### config.mk
export PLATFORM = sky130hd
export DESIGN_NAME = bank_mapper_scanline_irq
export DESIGN_NICKNAME = d
export VERILOG_FILES = /design/src/sv/bmsi_pkg.sv /design/src/sv/bank_mapper_scanline_irq.sv
export SDC_FILE = /design/constraint.sdc
export NUM_CORES = 1
export LEC_CHECK = 0
export ABC_AREA = 1
export BUFFER_PORTS_ARGS = -buffer_cell sky130_fd_sc_hd__clkbuf_2
export CAP_MARGIN = 20
export CORE_MARGIN = 10
export CORE_UTILIZATION = 39
export DETAILED_ROUTE_END_ITERATION = 8
export PLACE_DENSITY = 0.54
export SLEW_MARGIN = 20
export SYNTH_ARGS = -nofsm -noshare
export SYNTH_HDL_FRONTEND = slang
export SYNTH_SLANG_ARGS = --single-unit
### constraint.sdc
create_clock -name clk_i -period 3.3 [get_ports clk_i]
set_clock_uncertainty 0.05 [all_clocks]
set_input_delay 0.66 -clock clk_i [delete_from_list [all_inputs] [get_ports clk_i]]
set_output_delay 0.66 -clock clk_i [all_outputs]
set_load 0.01 [all_outputs]
### src/sv/bmsi_pkg.sv
`timescale 1ns / 1ps
`default_nettype none
// Shared types and constants for the bank mapper with scanline interrupt.
// Depends on nothing; imported by bank_mapper_scanline_irq.

package bmsi_pkg;

  // Item kind carried on the input tuser.
  typedef enum logic [1:0] {
    KIND_REG_WRITE = 2'd0,
    KIND_PPU_ADDR  = 2'd1,
    KIND_PRG_XLATE = 2'd2
  } kind_e;

  // Register decode key: {cpu_addr[15:13], cpu_addr[0]}.
  typedef enum logic [3:0] {
    REG_BANK_SELECT = 4'b1000,
    REG_BANK_DATA   = 4'b1001,
    REG_MIRROR      = 4'b1010,
    REG_IRQ_VALUE   = 4'b1100,
    REG_IRQ_RELOAD  = 4'b1101,
    REG_IRQ_DISABLE = 4'b1110,
    REG_IRQ_ENABLE  = 4'b1111
  } reg_sel_e;

  // Configuration register indexes.
  localparam logic CFG_PRG_PAGE_COUNT = 1'b0;
  localparam logic CFG_CHR_PAGE_COUNT = 1'b1;

  localparam logic [6:0] PRG_PAGE_COUNT_RST = 7'd64;
  localparam logic [8:0] CHR_PAGE_COUNT_RST = 9'd256;

  localparam int unsigned IN_DATA_W  = 40;
  localparam int unsigned OUT_DATA_W = 16;

endpackage

`default_nettype wire

### src/sv/bank_mapper_scanline_irq.sv
`timescale 1ns / 1ps
`default_nettype none
// Bank mapper with a scanline interrupt counter: register decode, A12 edge
// filter, IRQ counter and CHR/PRG page translation. Uses bmsi_pkg.
//
// Usage:
//   Input stream (s_axis_*): one beat per item. tuser carries the kind
//   (register write, PPU address seen, CPU program translate); tdata carries
//   cpu_addr, data and ppu_addr. Output stream (m_axis_*): exactly one beat
//   per input beat, in order, carrying prg_page, chr_page, the current
//   mirroring bit and the IRQ pending flag.
//   A beat taken sits in the input register, and its result then lands in
//   the output register, from which the receiver takes it.
//   Throughput is one beat per cycle while the receiver does not stall; all
//   work on a beat is one pass of short logic between the input register
//   and the output register.
//   When the receiver stalls, the result waits in the output register and one
//   more beat is held in the input register; tready then falls.
//   The configuration port (cfg_we_i, cfg_addr_i, cfg_data_i) sets the PRG
//   and CHR page counts; write it only while no beat is in flight.
//   Reset clears all mapper state, sets the page counts to 64 and 256 and
//   empties both registers; no clearing pass is needed.

module bank_mapper_scanline_irq
  import bmsi_pkg::*;
#(
  parameter int unsigned A12_LOW_FILTER = 8
) (
  input  wire logic                  clk_i,
  input  wire logic                  rst_ni,
  // Configuration write port.
  input  wire logic                  cfg_we_i,
  input  wire logic                  cfg_addr_i,
  input  wire logic [8:0]            cfg_data_i,
  // Input stream.
  input  wire logic                  s_axis_tvalid_i,
  output logic                       s_axis_tready_o,
  // tdata: cpu_addr[15:0], data[23:16], ppu_addr[37:24], zero pad[39:38]
  input  wire logic [IN_DATA_W-1:0]  s_axis_tdata_i,
  // tuser: kind[1:0]
  input  wire logic [1:0]            s_axis_tuser_i,
  // Output stream.
  output logic                       m_axis_tvalid_o,
  input  wire logic                  m_axis_tready_i,
  // tdata: prg_page[5:0], chr_page[13:6], mirror_horizontal[14], irq_pending[15]
  output logic [OUT_DATA_W-1:0]      m_axis_tdata_o
);

  localparam logic [3:0] FilterCount = 4'(A12_LOW_FILTER);

  // Input register.
  logic        in_valid_q, in_valid_d;
  logic [1:0]  in_kind_q;
  logic [15:0] in_cpu_q;
  logic [7:0]  in_data_q;
  logic [13:0] in_ppu_q;

  // Output register.
  logic        out_valid_q, out_valid_d;
  logic [OUT_DATA_W-1:0] out_data_q, out_data_d;

  // Configuration.
  logic [6:0] prg_count_q;
  logic [8:0] chr_count_q;

  // Mapper state.
  logic       prg_swap_q, prg_swap_d;
  logic       chr_inv_q, chr_inv_d;
  logic [2:0] bank_sel_q, bank_sel_d;
  logic [7:0] bank_q [8];
  logic       bank_we;
  logic [7:0] bank_wdata;
  logic       mirror_q, mirror_d;
  logic [7:0] irq_reload_q, irq_reload_d;
  logic [7:0] irq_count_q, irq_count_d;
  logic       reload_q, reload_d;
  logic       irq_en_q, irq_en_d;
  logic       prev_a12_q, prev_a12_d;
  logic [3:0] low_run_q, low_run_d;
  logic       irq_flag_q, irq_flag_d;

  logic adv;
  logic accept;

  assign adv             = in_valid_q && (!out_valid_q || m_axis_tready_i);
  assign s_axis_tready_o = !in_valid_q || adv;
  assign accept          = s_axis_tvalid_i && s_axis_tready_o;
  assign m_axis_tvalid_o = out_valid_q;
  assign m_axis_tdata_o  = out_data_q;

  always_comb begin
    in_valid_d = in_valid_q;
    if (accept) begin
      in_valid_d = 1'b1;
    end else if (adv) begin
      in_valid_d = 1'b0;
    end
    out_valid_d = out_valid_q;
    if (adv) begin
      out_valid_d = 1'b1;
    end else if (m_axis_tready_i) begin
      out_valid_d = 1'b0;
    end
  end

  // Per-beat work: register decode, A12 filter and page lookup.
  always_comb begin
    logic [3:0] key;
    logic [7:0] v;
    logic [8:0] chr_mask;
    logic       a12;
    logic       is_chr;
    logic       is_prg;
    logic [2:0] chr_slot;
    logic [1:0] prg_slot;
    logic [2:0] rd_idx;
    logic [7:0] rd_bank;
    logic [5:0] fixed_lo;
    logic [5:0] fixed_hi;
    logic [5:0] prg;
    logic [7:0] chr;

    prg_swap_d   = prg_swap_q;
    chr_inv_d    = chr_inv_q;
    bank_sel_d   = bank_sel_q;
    bank_we      = 1'b0;
    mirror_d     = mirror_q;
    irq_reload_d = irq_reload_q;
    irq_count_d  = irq_count_q;
    reload_d     = reload_q;
    irq_en_d     = irq_en_q;
    prev_a12_d   = prev_a12_q;
    low_run_d    = low_run_q;
    irq_flag_d   = irq_flag_q;

    key      = {in_cpu_q[15:13], in_cpu_q[0]};
    chr_mask = chr_count_q - 9'd1;
    v        = in_data_q;
    if (bank_sel_q <= 3'd1) begin
      v[0] = 1'b0;
    end
    if (bank_sel_q >= 3'd6) begin
      v = v & 8'h3F;
    end else begin
      v = v & chr_mask[7:0];
    end
    bank_wdata = v;

    is_chr = (in_kind_q == KIND_PPU_ADDR) && !in_ppu_q[13];
    is_prg = (in_kind_q == KIND_PRG_XLATE) && in_cpu_q[15];
    a12    = in_ppu_q[12];

    if (adv && in_kind_q == KIND_REG_WRITE) begin
      unique case (reg_sel_e'(key))
        REG_BANK_SELECT: begin
          prg_swap_d = in_data_q[6];
          chr_inv_d  = in_data_q[7];
          bank_sel_d = in_data_q[2:0];
        end
        REG_BANK_DATA:   bank_we      = 1'b1;
        REG_MIRROR:      mirror_d     = in_data_q[0];
        REG_IRQ_VALUE:   irq_reload_d = in_data_q;
        REG_IRQ_RELOAD:  reload_d     = 1'b1;
        REG_IRQ_DISABLE: begin
          irq_en_d   = 1'b0;
          irq_flag_d = 1'b0;
        end
        REG_IRQ_ENABLE:  irq_en_d     = 1'b1;
        default: ;
      endcase
    end

    if (adv && is_chr) begin
      if (!a12) begin
        if (low_run_q < FilterCount) begin
          low_run_d = low_run_q + 4'd1;
        end
      end else begin
        // A filtered rising edge clocks the scanline counter.
        if (!prev_a12_q && low_run_q >= FilterCount) begin
          if (irq_count_q == 8'd0 || reload_q) begin
            irq_count_d = irq_reload_q;
            reload_d    = 1'b0;
          end else begin
            irq_count_d = irq_count_q - 8'd1;
          end
          if (irq_count_d == 8'd0 && irq_en_q) begin
            irq_flag_d = 1'b1;
          end
        end
        low_run_d = 4'd0;
      end
      prev_a12_d = a12;
    end

    // One bank register read per beat, chosen by the kind.
    chr_slot = in_ppu_q[12:10] ^ {chr_inv_q, 2'b00};
    prg_slot = in_cpu_q[14:13];
    if (in_kind_q == KIND_PPU_ADDR) begin
      rd_idx = chr_slot[2] ? (chr_slot - 3'd2) : {2'b00, chr_slot[1]};
    end else begin
      rd_idx = (prg_slot == 2'd1) ? 3'd7 : 3'd6;
    end
    rd_bank = bank_q[rd_idx];

    chr = 8'd0;
    if (is_chr) begin
      chr = rd_bank + {7'd0, !chr_slot[2] && chr_slot[0]};
    end

    fixed_lo = prg_count_q[5:0] - 6'd2;
    fixed_hi = prg_count_q[5:0] - 6'd1;
    prg      = 6'd0;
    if (is_prg) begin
      unique case (prg_slot)
        2'd0:    prg = prg_swap_q ? fixed_lo : rd_bank[5:0];
        2'd1:    prg = rd_bank[5:0];
        2'd2:    prg = prg_swap_q ? rd_bank[5:0] : fixed_lo;
        default: prg = fixed_hi;
      endcase
    end

    out_data_d = {irq_flag_d, mirror_d, chr, prg};
  end

  always_ff @(posedge clk_i or negedge rst_ni) begin
    if (!rst_ni) begin
      in_valid_q   <= 1'b0;
      out_valid_q  <= 1'b0;
      prg_count_q  <= PRG_PAGE_COUNT_RST;
      chr_count_q  <= CHR_PAGE_COUNT_RST;
      prg_swap_q   <= 1'b0;
      chr_inv_q    <= 1'b0;
      bank_sel_q   <= 3'd0;
      for (int i = 0; i < 8; i++) begin
        bank_q[i] <= 8'd0;
      end
      mirror_q     <= 1'b0;
      irq_reload_q <= 8'd0;
      irq_count_q  <= 8'd0;
      reload_q     <= 1'b0;
      irq_en_q     <= 1'b0;
      prev_a12_q   <= 1'b0;
      low_run_q    <= 4'd0;
      irq_flag_q   <= 1'b0;
    end else begin
      in_valid_q   <= in_valid_d;
      out_valid_q  <= out_valid_d;
      if (cfg_we_i) begin
        if (cfg_addr_i == CFG_PRG_PAGE_COUNT) begin
          prg_count_q <= cfg_data_i[6:0];
        end else begin
          chr_count_q <= cfg_data_i;
        end
      end
      prg_swap_q   <= prg_swap_d;
      chr_inv_q    <= chr_inv_d;
      bank_sel_q   <= bank_sel_d;
      if (bank_we) begin
        bank_q[bank_sel_q] <= bank_wdata;
      end
      mirror_q     <= mirror_d;
      irq_reload_q <= irq_reload_d;
      irq_count_q  <= irq_count_d;
      reload_q     <= reload_d;
      irq_en_q     <= irq_en_d;
      prev_a12_q   <= prev_a12_d;
      low_run_q    <= low_run_d;
      irq_flag_q   <= irq_flag_d;
    end
  end

  // Payload registers need no reset.
  always_ff @(posedge clk_i) begin
    if (accept) begin
      in_kind_q <= s_axis_tuser_i;
      in_cpu_q  <= s_axis_tdata_i[15:0];
      in_data_q <= s_axis_tdata_i[23:16];
      in_ppu_q  <= s_axis_tdata_i[37:24];
    end
    if (adv) begin
      out_data_q <= out_data_d;
    end
  end

  function automatic logic key_is_disable();
    return reg_sel_e'({in_cpu_q[15:13], in_cpu_q[0]}) == REG_IRQ_DISABLE;
  endfunction

  // The low-sample run never climbs past the filter count.
  assert property (@(posedge clk_i) disable iff (!rst_ni)
    low_run_q <= FilterCount)
    else $error("A12 low run exceeds filter count");

  // The counter moves only when a beat is processed.
  assert property (@(posedge clk_i) disable iff (!rst_ni)
    !adv |=> $stable(irq_count_q))
    else $error("IRQ counter changed without a beat");

  // A disable write always leaves the request line low.
  assert property (@(posedge clk_i) disable iff (!rst_ni)
    (adv && in_kind_q == KIND_REG_WRITE && key_is_disable()) |=> !irq_flag_q)
    else $error("IRQ pending after disable");

  // The request line only rises while the interrupt is enabled.
  assert property (@(posedge clk_i) disable iff (!rst_ni)
    $rose(irq_flag_q) |-> irq_en_q)
    else $error("IRQ raised while disabled");

  // A result beat is produced only for a beat taken from the input register.
  assert property (@(posedge clk_i) disable iff (!rst_ni)
    (!in_valid_q && !m_axis_tready_i) |=> (out_valid_q == $past(out_valid_q)))
    else $error("Output valid changed without a beat");

endmodule

`default_nettype wire
-- Yosys cells after proc, flatten, opt, wreduce, memory -nomap -nowiden
Index checks and enable logic that the tools add are counted.
- flip-flop bits (word level): 166
- word-level logic and storage cells: 134
- add/sub/neg operators: 7
- order comparisons: 7
- eq/ne operators: 11
- mux-type cells: 41
- bitwise logic cells: 5
- reductions and logical operators: 33
- operators by type and width (kind ; count):
    bitwise mux 64 bit ; 1
    two-way mux 8 bit ; 8
    equality test 4 bit (second input constant) ; 7
    binary-select mux 8 bit (select 3 bit) ; 1
    demux 8 bit (select 3 bit) ; 1
    two-way mux 1 bit ; 22
    case mux 6 bit (3 select lines) ; 1
    zero test 8 bit ; 2
    subtractor 8 x 1 -> 8 bit (second input constant) ; 2
    >= comparator 4 bit (second input constant) ; 3
    two-way mux 6 bit ; 2
    AND reduction 2 bit ; 6
    logical AND 1 bit ; 10
    adder 8 x 1 -> 8 bit ; 1
    bitwise AND 8 bit ; 1
    two-way mux 4 bit ; 2
    inverter 3 -> 4 bit ; 2
    nonzero test 2 bit ; 4
    two-way mux 3 bit ; 2
    subtractor 6 x 1 -> 6 bit (second input constant) ; 1
    subtractor 6 x 2 -> 6 bit (second input constant) ; 1
    zero test 1 bit ; 5
    adder 4 x 1 -> 4 bit (second input constant) ; 1
    equality test 2 x 1 -> 1 bit (second input constant) ; 2
    12 further kinds ; 16

-- Logic depth before layout (Yosys ltp)
Gate-level depths: netlist of the first run.
- depth in word-level cells: 12
- mapped depth: 18
- depth with buffers taken out: 18

-- Worst setup path before layout of the first run
OpenSTA, ideal clock, no wires.
- path type: flip-flop to flip-flop
- start: register in_ppu_q[12]
- end: register out_data_q[12] (netlist: m_axis_tdata_o[12]), data pin
- arrival: 2.027 ns
- data required time: 2.997 ns
- path slack: 0.971 ns
- cell stages (with the launch flop): 16
- clock period less this slack: 2.329 ns
- cell sequence: edfxtp_1 nand2_1 nand2_4 o21ai_4 inv_4 buf_6 o21ai_0 o21ai_0 o21ai_1 ha_1 ha_1 nand2_1 nor2_1 nand2_1 nand2_1 nor2_1
- cells in the longest elaborated chain, start to end: 9
- elaborated cells on any way between the ends: 11
- those cells by class: add/sub (2); mux (5); bitwise (2); reduce/logical (2)
- ends and longest elaborated chain (item ; RTL line ; RTL):
    from (decl) ; bank_mapper_scanline_irq.sv:56 ; logic [13:0] in_ppu_q;
    from (signal assigned) ; bank_mapper_scanline_irq.sv:279 ; in_ppu_q <= s_axis_tdata_i[37:24];
    XOR 3 bit (*) ; bank_mapper_scanline_irq.sv:197 ; chr_slot = in_ppu_q[12:10] ^ {chr_inv_q, 2'b00};
    subtractor 3 x 2 -> 3 bit ; bank_mapper_scanline_irq.sv:200 ; rd_idx = chr_slot[2] ? (chr_slot - 3'd2) : {2'b00, chr_slot[1]};
    two-way mux 3 bit ; bank_mapper_scanline_irq.sv:200 ;
    two-way mux 3 bit ; bank_mapper_scanline_irq.sv:199 ; if (in_kind_q == KIND_PPU_ADDR) begin
    inverter 3 -> 4 bit (implied by the code) ; bank_mapper_scanline_irq.sv:204 ; rd_bank = bank_q[rd_idx];
    binary-select mux 8 bit (select 3 bit) ; bank_mapper_scanline_irq.sv:204 ;
    two-way mux 8 bit (implied by the code) (2 in series) ; bank_mapper_scanline_irq.sv:204 ;
    adder 8 x 1 -> 8 bit (*) ; bank_mapper_scanline_irq.sv:208 ; chr = rd_bank + {7'd0, !chr_slot[2] && chr_slot[0]};
    to (signal assigned) ; bank_mapper_scanline_irq.sv:282 ; out_data_q <= out_data_d;
    to (decl) ; bank_mapper_scanline_irq.sv:60 ; logic [OUT_DATA_W-1:0] out_data_q, out_data_d;
Every way passes the cells marked *; elsewhere a longest branch is shown, timed or not. The select of a mux whose other input is x is not followed.
A chain may end at the register's enable or synchronous reset.

-- Worst setup path after layout of the first run
- start: register in_ppu_q[12]
- end: register out_data_q[10] (netlist: m_axis_tdata_o[10]), data pin
Same word-level chain as after synthesis.

==> results_dict.tcl, run 1 <==
set metrics [dict create \
    status "finished, final reports clean" \
    io_pins 75 \
    avgSynthCellArea_um2 8.66 \
    yosys-top-cells-area "dfrtp_1 (39%), edfxtp_1 (15%), nand2_1 (11%), o21ai_0 (6.8%), nand3_1 (5.3%)" \
    hold_viol 0 \
    relSlewSlack_pct 45.2 \
    antenna_cells 0 \
    cts-root-buf "clkbuf_16" \
    grt_overflow 0 \
    die_area_um2 23800 \
    max_freq_ghz 0.339 \
    holdBufCountCts 0 \
    clock-sinks 144 \
    antenna_found_initial 0 \
    clockBufferDepth 2 \
    synth_edf_count 34 \
    critPathKind "flip-flop to flip-flop" \
    finalCritPeriodShare_pct 89.4 \
    p_per_area_nw_per_um2 657 \
    port_buffers 49 \
    vias_per_cell 4.98 \
    slew_viol_final 0 \
    final_common_cell "nand2_1" \
    synth_ff_type "dfrtp_1" \
    yosys.cell_types.count 41 \
    initial_utilization_pct 39.4 \
    grt_max_degree 60 \
    grt.total_usage_pct 15.4 \
    min_path_type "input port to async pin" \
    rsz0062_at_grt "false" \
    start_kind "flip-flop" \
    remaining_drc_errors 0 \
    path_max_fanout 20 \
    fin_nets 932 \
    insertion_delay_ns 0.43 \
    yosys.area.top_type "dfrtp_1" \
    dieHeight_um 154 \
    setup_violations 0 \
    endpoint_kind "flip-flop" \
    mostFrequentLayoutCells "nand2_1 (198), dfrtp_1 (110), o21ai_0 (95)" \
    first_pass_iters 5 \
    htree_levels 4 \
    wl_per_cell_um 16.1 \
    critPathArrivalTime_ns 3.06 \
    max_cap_violations 0 \
    cts_buffers 17 \
    hold_slack_ns 0.253 \
    vdd_drop_max_v 0.000408 \
    synthArstFlopShare_pct 76.4 \
    core_um2 17800 \
    synth_fp_nets 878 \
    drive_gt1_share_pct 15.9 \
    worst_ep_required_time_ns 3.41 \
    r2r.worst_path.cells 14 \
    yosysSeqAreaShare_pct 53.7 \
    synth_area_um2 7020 \
    fin_crit_ns 2.95 \
    syn_to_final_growth_pct 15.9 \
    clk_pin_slew_ns 0.06 \
    synth-seq-cells 144 \
    yosys.area.top_type_share_pct 39.2 \
    p_leak_uw 0.00369 \
    syn_inst 811 \
    cts_tree "yes" \
    drtAntennaViolNets 0 \
    wl_um 17800 \
    std_cell_rows 49 \
    drt_iter0_drc 402 \
    postCtsSetupRepairBufs 0 \
    worst-slew-pin-transition_ns 0.823 \
    finalSetupTns_ns 0 \
    place_hpwl_um 12600 \
    die_w_um 154 \
    grt_pass1_vias 5634 \
    grt_pass1_wl_um 29400 \
    rrSetupSlack_ns 0.35 \
    route.vias.total 5517 \
    ys_warn_count 0 \
    cts-resized-gates 0 \
    gp_congestion 0.865 \
]
==> worst max-delay path: stages, from the launching register on <==
cell	delay, ns
edfxtp_1	0.43
inv_2	0.16
nand2_1	0.07
nand3_1	0.13
nand3_4	0.20
nand2_2	0.41
nand2_1	0.10
nand3_1	0.11
nand3_1	0.10
o21ai_1	0.14
ha_1	0.20
ha_1	0.16
nand2_1	0.10
o21ai_0	0.20
a21oi_1	0.12
==> path summary, 6_finish.rpt <==
kind	from	endpoint
max reg2reg	in_ppu_q[12]	m_axis_tdata_o[10]
max in group asynchronous	rst_ni	bank_q[34]
max	in_ppu_q[12]	m_axis_tdata_o[10]
min in group clk_i	s_axis_tdata_i[14]	in_cpu_q[14]
min	rst_ni	low_run_q[0]
min reg2reg	prg_count_q[2]	prg_count_q[2]
==> flip-flops by register name, indices dropped and copies added, names as in the netlist, 2 cells and up <==
name	cells
bank_q	64
bank_sel_q	3
chr_count_q	8
in_cpu_q	4
in_data_q	8
in_kind_q	2
in_ppu_q	4
irq_count_q	8
irq_reload_q	8
low_run_q	4
m_axis_tdata_o	16
prg_count_q	6
==> cells in the mapped netlist, types with 2 or more instances <==
| cell | number |
|---|---|
| o211ai_1 | 7 |
| nand2_2 | 11 |
| edfxtp_1 | 34 |
| nand3_2 | 6 |
| ha_1 | 10 |
| a31oi_1 | 3 |
| nand2_1 | 198 |
| clkbuf_1 | 8 |
| nand3_1 | 74 |
| nand4_1 | 3 |
| a21oi_1 | 29 |
| buf_2 | 8 |
| nor3_1 | 7 |
| nor4_1 | 2 |
| nor2_1 | 46 |
| mux2_2 | 5 |
| buf_4 | 4 |
| buf_6 | 3 |
| xor2_1 | 6 |
| xnor2_1 | 4 |
| o21ai_1 | 28 |
| dfrtp_1 | 110 |
| inv_2 | 11 |
| nand2_4 | 3 |
| nor3_2 | 2 |
| inv_1 | 78 |
| o21ai_0 | 95 |
| nor2_2 | 3 |
==> power by group <==
part	internal [uW]	switching, uW	total [uW]
logic	353	694	1050
registers	2060	159	2220
clock network	1270	807	2080
==> cell families after synthesis <==
family                     count (synthesis)  share of synthesized area [%]
AOI/OAI and AO/OA                        168                           12.7
xor gates and xnor gates                  10                           1.25
adders and majority gates                 10                           1.78
buffers and inverters                    115                           7.02
DFF                                      144                           53.7
muxes                                      5                          0.802
and+or+nand+nor                          359                           22.7
==> final cells by class <==
cell class | count | area (um^2)
clock buffer | 17 | 425
sequential | 144 | 3770
multi-input combinational | 552 | 2760
clock inverter | 15 | 210
tap | 229 | 287
inverter | 91 | 344
timing repair buffer | 59 | 335
fill | 1762 | 9700
==> metrics by stage <==
stage / setup WS (ns) / utilization [%] / std cells / total power (uW) / area, um^2
floorplan: 0.971 / - / 811 / 2970 / 7020
global placement: 0.453 / 42.1 / 1075 / 3300 / 7500
detailed placement: 0.421 / 42.1 / 1075 / 3310 / 7500
CTS: 0.382 / 45.6 / 1107 / 5400 / 8140
global route: 0.0905 / 45.6 / 1107 / 5650 / 8140
finish: 0.350 / 45.6 / 1107 / 5350 / 8140
==> routing by layer <==
metal  wire (um)  vias to the layer above  share of wire (%)  GRT usage, %
met5           0                        -                  0             0
met4         136                        0               0.76          3.69
li1            -                     2792                  -             -
met1        8790                     2615                 49          20.6
met2        8230                       99                 46          24.6
met3         657                       11                3.7          3.72
Power figures use the tool's default switching activity.
==> inputs of run 2 (changes only) <==
- MAX_ROUTING_LAYER: default -> met4
==> results_dict.tcl, run 2 (same netlist as run 1, synthesis figures left out) <==
set metrics [dict create \
    path_buf_inv 1 \
    die_area_um2 23800 \
    finalSetupTns_ns 0 \
    antenna_cells 0 \
    die_w_um 154 \
    path_max_fanout 20 \
    clk_pin_slew_ns 0.06 \
    slew_viol_final 0 \
    largest_reg_flops 64 \
    std_cell_rows 49 \
    setup_violations 0 \
    max_freq_ghz 0.338 \
    first_pass_iters 5 \
    routed-wl-met2_um 8260 \
    vias_per_cell 5.00 \
    regMostFlops "bank_q" \
    cts-root-buf "clkbuf_16" \
    cts-resized-gates 0 \
    p_leak_uw 0.00369 \
    place_hpwl_um 12600 \
    initial_utilization_pct 39.4 \
    fin_crit_ns 2.96 \
    hold_slack_ns 0.265 \
    worst_ep_required_time_ns 3.41 \
    route.vias.total 5533 \
    core_um2 17800 \
    rrSetupSlack_ns 0.34 \
    crit_family "simple AND/OR/NAND/NOR gates" \
    clockBufferDepth 2 \
    vdd_drop_max_v 0.000408 \
    status "finished, final reports clean" \
    critPathArrivalTime_ns 3.07 \
    antenna_found_initial 0 \
    clock-sinks 144 \
    slowest_stage "edfxtp_1" \
    wl_per_cell_um 16.0 \
    cp_cell_sequence "inv_2 > nand2_1 > nand3_1 > nand3_4 > nand2_2 > nand2_1 > nand3_1 > nand3_1 > o21ai_1 > ha_1 > ha_1 > nand2_1 > o21ai_0 > a21oi_1" \
    io_pins 75 \
    gp_congestion 0.877 \
    cts_buffers 17 \
    min_path_type "input port to async pin" \
    n_fill_cell 1762 \
    drt_iter0_drc 361 \
    max_cap_violations 0 \
    max_stage_delay_ns 0.43 \
    grt_pass1_vias 5640 \
    insertion_delay_ns 0.43 \
    finalCritPeriodShare_pct 89.7 \
    rsz0062_at_grt "false" \
    r2r.worst_path.cells 14 \
    htree_levels 4 \
    drtAntennaViolNets 0 \
    grt.total_usage_pct 15.8 \
    p_per_area_nw_per_um2 656 \
    grt_max_degree 60 \
    cts_tree "yes" \
    highest_layer "met4" \
    syn_to_final_growth_pct 15.9 \
    relSlewSlack_pct 46.1 \
    final_common_cell "nand2_1" \
    fin_nets 932 \
    holdBufCountCts 0 \
    wl_met1_um 8640 \
    worst-slew-pin-transition_ns 0.808 \
    start_kind "flip-flop" \
    port_buffers 49 \
    wl_met3_um 672 \
    remaining_drc_errors 0 \
    drive_gt1_share_pct 15.9 \
    grt_pass1_wl_um 29400 \
    grt_overflow 0 \
    critPathKind "flip-flop to flip-flop" \
    r2r-end "m_axis_tdata_o[10]" \
    dieHeight_um 154 \
    endpoint_kind "flip-flop" \
    wl_um 17700 \
    hold_viol 0 \
    r2r_start "in_ppu_q[12]" \
    postCtsSetupRepairBufs 0 \
    crit_start "in_ppu_q[12]" \
    mostFrequentLayoutCells "nand2_1 (198), dfrtp_1 (110), o21ai_0 (95)" \
]
[run 2: cell counts in the layout (fill, tap and decap cells not counted)]
No cell type changed its count.
[run 2: worst max-delay path by stage]
stage	slack [ns]	to	cells past startpoint
6_report	0.34	m_axis_tdata_o[10]	14
3_5_place_dp	0.42	m_axis_tdata_o[12]	16
5_1_grt	0.10	m_axis_tdata_o[12]	16
4_1_cts	0.38	m_axis_tdata_o[12]	16
2_1_floorplan	0.97	m_axis_tdata_o[12]	15
3_3_place_gp	0.45	m_axis_tdata_o[12]	16
[run 2: cell type report]
type	count	area, um^2	share of cell area, %
tap	229	287	3.52
clock inverter	15	210	2.58
inverter	91	344	4.23
multi-input combinational	552	2760	34.0
clock buffer	17	425	5.23
sequential	144	3770	46.4
timing repair buffer	59	335	4.12
[run 2: stage by stage]
step	setup WS [ns]	power [uW]	instances	utilization (%)	cell area [um^2]
floorplan	0.971	2970	811	-	7020
global placement	0.453	3300	1075	42.1	7500
finish	0.340	5340	1107	45.6	8140
detailed placement	0.421	3310	1075	42.1	7500
global route	0.103	5650	1107	45.6	8140
CTS	0.382	5400	1107	45.6	8140
[run 2: routing by layer]
layer  vias to the layer above  GRT usage (%)
met5                         -              -
met4                         0           3.69
met3                        16           3.58
met2                       111           24.7
met1                      2616           20.6
li1                       2790              -
[run 2: where the power goes]
part	internal, uW	total [uW]	switching (uW)
registers	2060	2220	158
logic	353	1050	693
clock network	1270	2080	802
==> inputs of run 3 (changes only) <==
==> constraint.sdc (replaced) <==
create_clock -name clk_i -period 3.3 [get_ports clk_i]
set_clock_uncertainty 0.05 [all_clocks]
set_input_delay 0.165 -clock clk_i [delete_from_list [all_inputs] [get_ports clk_i]]
set_output_delay 0.165 -clock clk_i [all_outputs]
set_load 0.01 [all_outputs]
==> results_dict.tcl, run 3 (same netlist as run 1, synthesis figures left out) <==
set metrics [dict create \
    grt_pass1_vias 5543 \
    antenna_found_initial 0 \
    wl_um 17600 \
    cts_tree "yes" \
    finalSetupTns_ns 0 \
    mostFrequentLayoutCells "nand2_1 (198), dfrtp_1 (110), o21ai_0 (95)" \
    n_fill_cell 1743 \
    worst-slew-pin-transition_ns 0.745 \
    gp_congestion 0.846 \
    relSlewSlack_pct 50.0 \
    p_switching_uw 1600 \
    setup_violations 0 \
    p_leak_uw 0.00380 \
    start_kind "flip-flop" \
    area.sequential_um2 3770 \
    max_stage_delay_ns 0.41 \
    critPathArrivalTime_ns 2.94 \
    pwr-share-comb_pct 20.8 \
    largest_reg_flops 64 \
    clockBufferDepth 2 \
    slew_viol_final 0 \
    grt_overflow 0 \
    intPower_uw 3610 \
    cts_buffers 17 \
    fin_crit_ns 2.83 \
    max_freq_ghz 0.354 \
    first_pass_iters 5 \
    final_common_cell "nand2_1" \
    power_frac_seq_pct 42.6 \
    stdcell_area_um2 8380 \
    drt_iter0_drc 364 \
    postCtsSetupRepairBufs 0 \
    insertion_delay_ns 0.43 \
    slowest_stage "edfxtp_1" \
    clock-sinks 144 \
    p_per_area_nw_per_um2 622 \
    critPathKind "flip-flop to flip-flop" \
    cp_cell_sequence "inv_2 > nand2_2 > inv_2 > nand3_4 > nand2_2 > nand2_1 > nand3_1 > nand3_1 > o21ai_1 > ha_1 > ha_1 > nand2_1 > o21ai_0 > a21oi_1" \
    pwr-share-clk_pct 36.6 \
    endpoint_kind "flip-flop" \
    multiInputGateArea_um2 2760 \
    vias_per_cell 4.90 \
    clk_pin_slew_ns 0.06 \
    die_w_um 154 \
    path_max_fanout 16 \
    regMostFlops "bank_q" \
    fin_nets 960 \
    hold_viol 0 \
    std_cell_rows 49 \
    port_buffers 49 \
    htree_levels 4 \
    cts-root-buf "clkbuf_16" \
    netSwitchingFraction_pct 30.7 \
    core_um2 17800 \
    io_pins 75 \
    vdd_drop_max_v 0.000386 \
    dieHeight_um 154 \
    finalCritPeriodShare_pct 85.6 \
    drive_gt1_share_pct 14.7 \
    status "finished, final reports clean" \
    remaining_drc_errors 0 \
    worst_ep_required_time_ns 3.42 \
    rsz0062_at_grt "false" \
    grt.total_usage_pct 15.8 \
    die_area_um2 23800 \
    antenna_cells 0 \
    placed_area_um2 7500 \
    grt_pass1_wl_um 29400 \
    drtAntennaViolNets 0 \
    route.vias.total 5567 \
    syn_to_final_growth_pct 19.3 \
    wl_per_cell_um 15.5 \
    initial_utilization_pct 39.4 \
    max_cap_violations 0 \
    min_path_type "input port to flip-flop" \
    grt_max_degree 111 \
    place_hpwl_um 12400 \
]
run 3: changes by cell type in the layout (fill, tap and decap cells not counted), sizes merged, moves of 2 or more:
cell         change
buf              -2
clkinvlp         -4
clkinv           +6
inv              -2
dlygate4sd3     +30
run 3: critical path: cells and delay by family (launching register included):
family	cells	cell delay [ns]
AOI/OAI and AO/OA	3	0.43
adders and majority gates	2	0.37
buffers and inverters	2	0.24
DFF	1	0.41
and+or+nand+nor	7	1.05
run 3: metal layers:
layer  GRT usage, %  up-vias  wire (um)
met4           5.35        0        313
met1           21.2     2587       8750
met5              -        -          0
li1               -     2845          -
met2           23.3      112       7900
met3           3.02       23        661
run 3: final timing paths:
kind                                    from            endpoint  slack [ns]  depth (start not counted)
worst max-delay path            in_kind_q[1]  m_axis_tdata_o[10]        0.47                         14
worst max register to register  in_kind_q[1]  m_axis_tdata_o[10]        0.47                         14
worst min register to register    bank_q[21]          bank_q[21]        0.43                          2
max in group asynchronous             rst_ni          bank_q[41]        2.42                          3
worst min-delay path                cfg_we_i      prg_count_q[0]        0.18                          3
min in group asynchronous             rst_ni        low_run_q[1]        0.31                          3
run 3: power by group through the flow:
stage,registers (uW),clock network (uW),logic [uW]
after global routing,2250,2020,1260
after floorplan,2210,0,760
after detailed placement,2250,0,1060
after global placement,2250,0,1060
after CTS,2220,1950,1100
final,2220,1910,1080
run 3: what timing repair did:
action,in CTS,in global routing
resized for setup,0,0
hold endpoints to repair,143,0
hold buffers,30,0
setup endpoints to repair,0,0
run 3: layout make-up:
class	instances	area share, %
Clock buffer	18	5.12
Tap cell	229	3.42
Multi-Input combinational cell	552	33.0
Timing Repair Buffer	87	7.56
Inverter	91	4.11
Clock inverter	14	1.75
Sequential cell	144	45.0
run 3: stage by stage:
stage               worst slack, ns  total power (uW)  hold slack (ns)  std cells  utilization (%)
finish                        0.474              5210            0.181       1135             47.0
global route                  0.166              5530            0.259       1135             47.0
CTS                           0.472              5260            0.189       1135             47.0
detailed placement            0.484              3310            0.263       1073             42.0
global placement              0.490              3300            0.263       1073             42.0
floorplan                     0.971              2970           -0.181        811                -
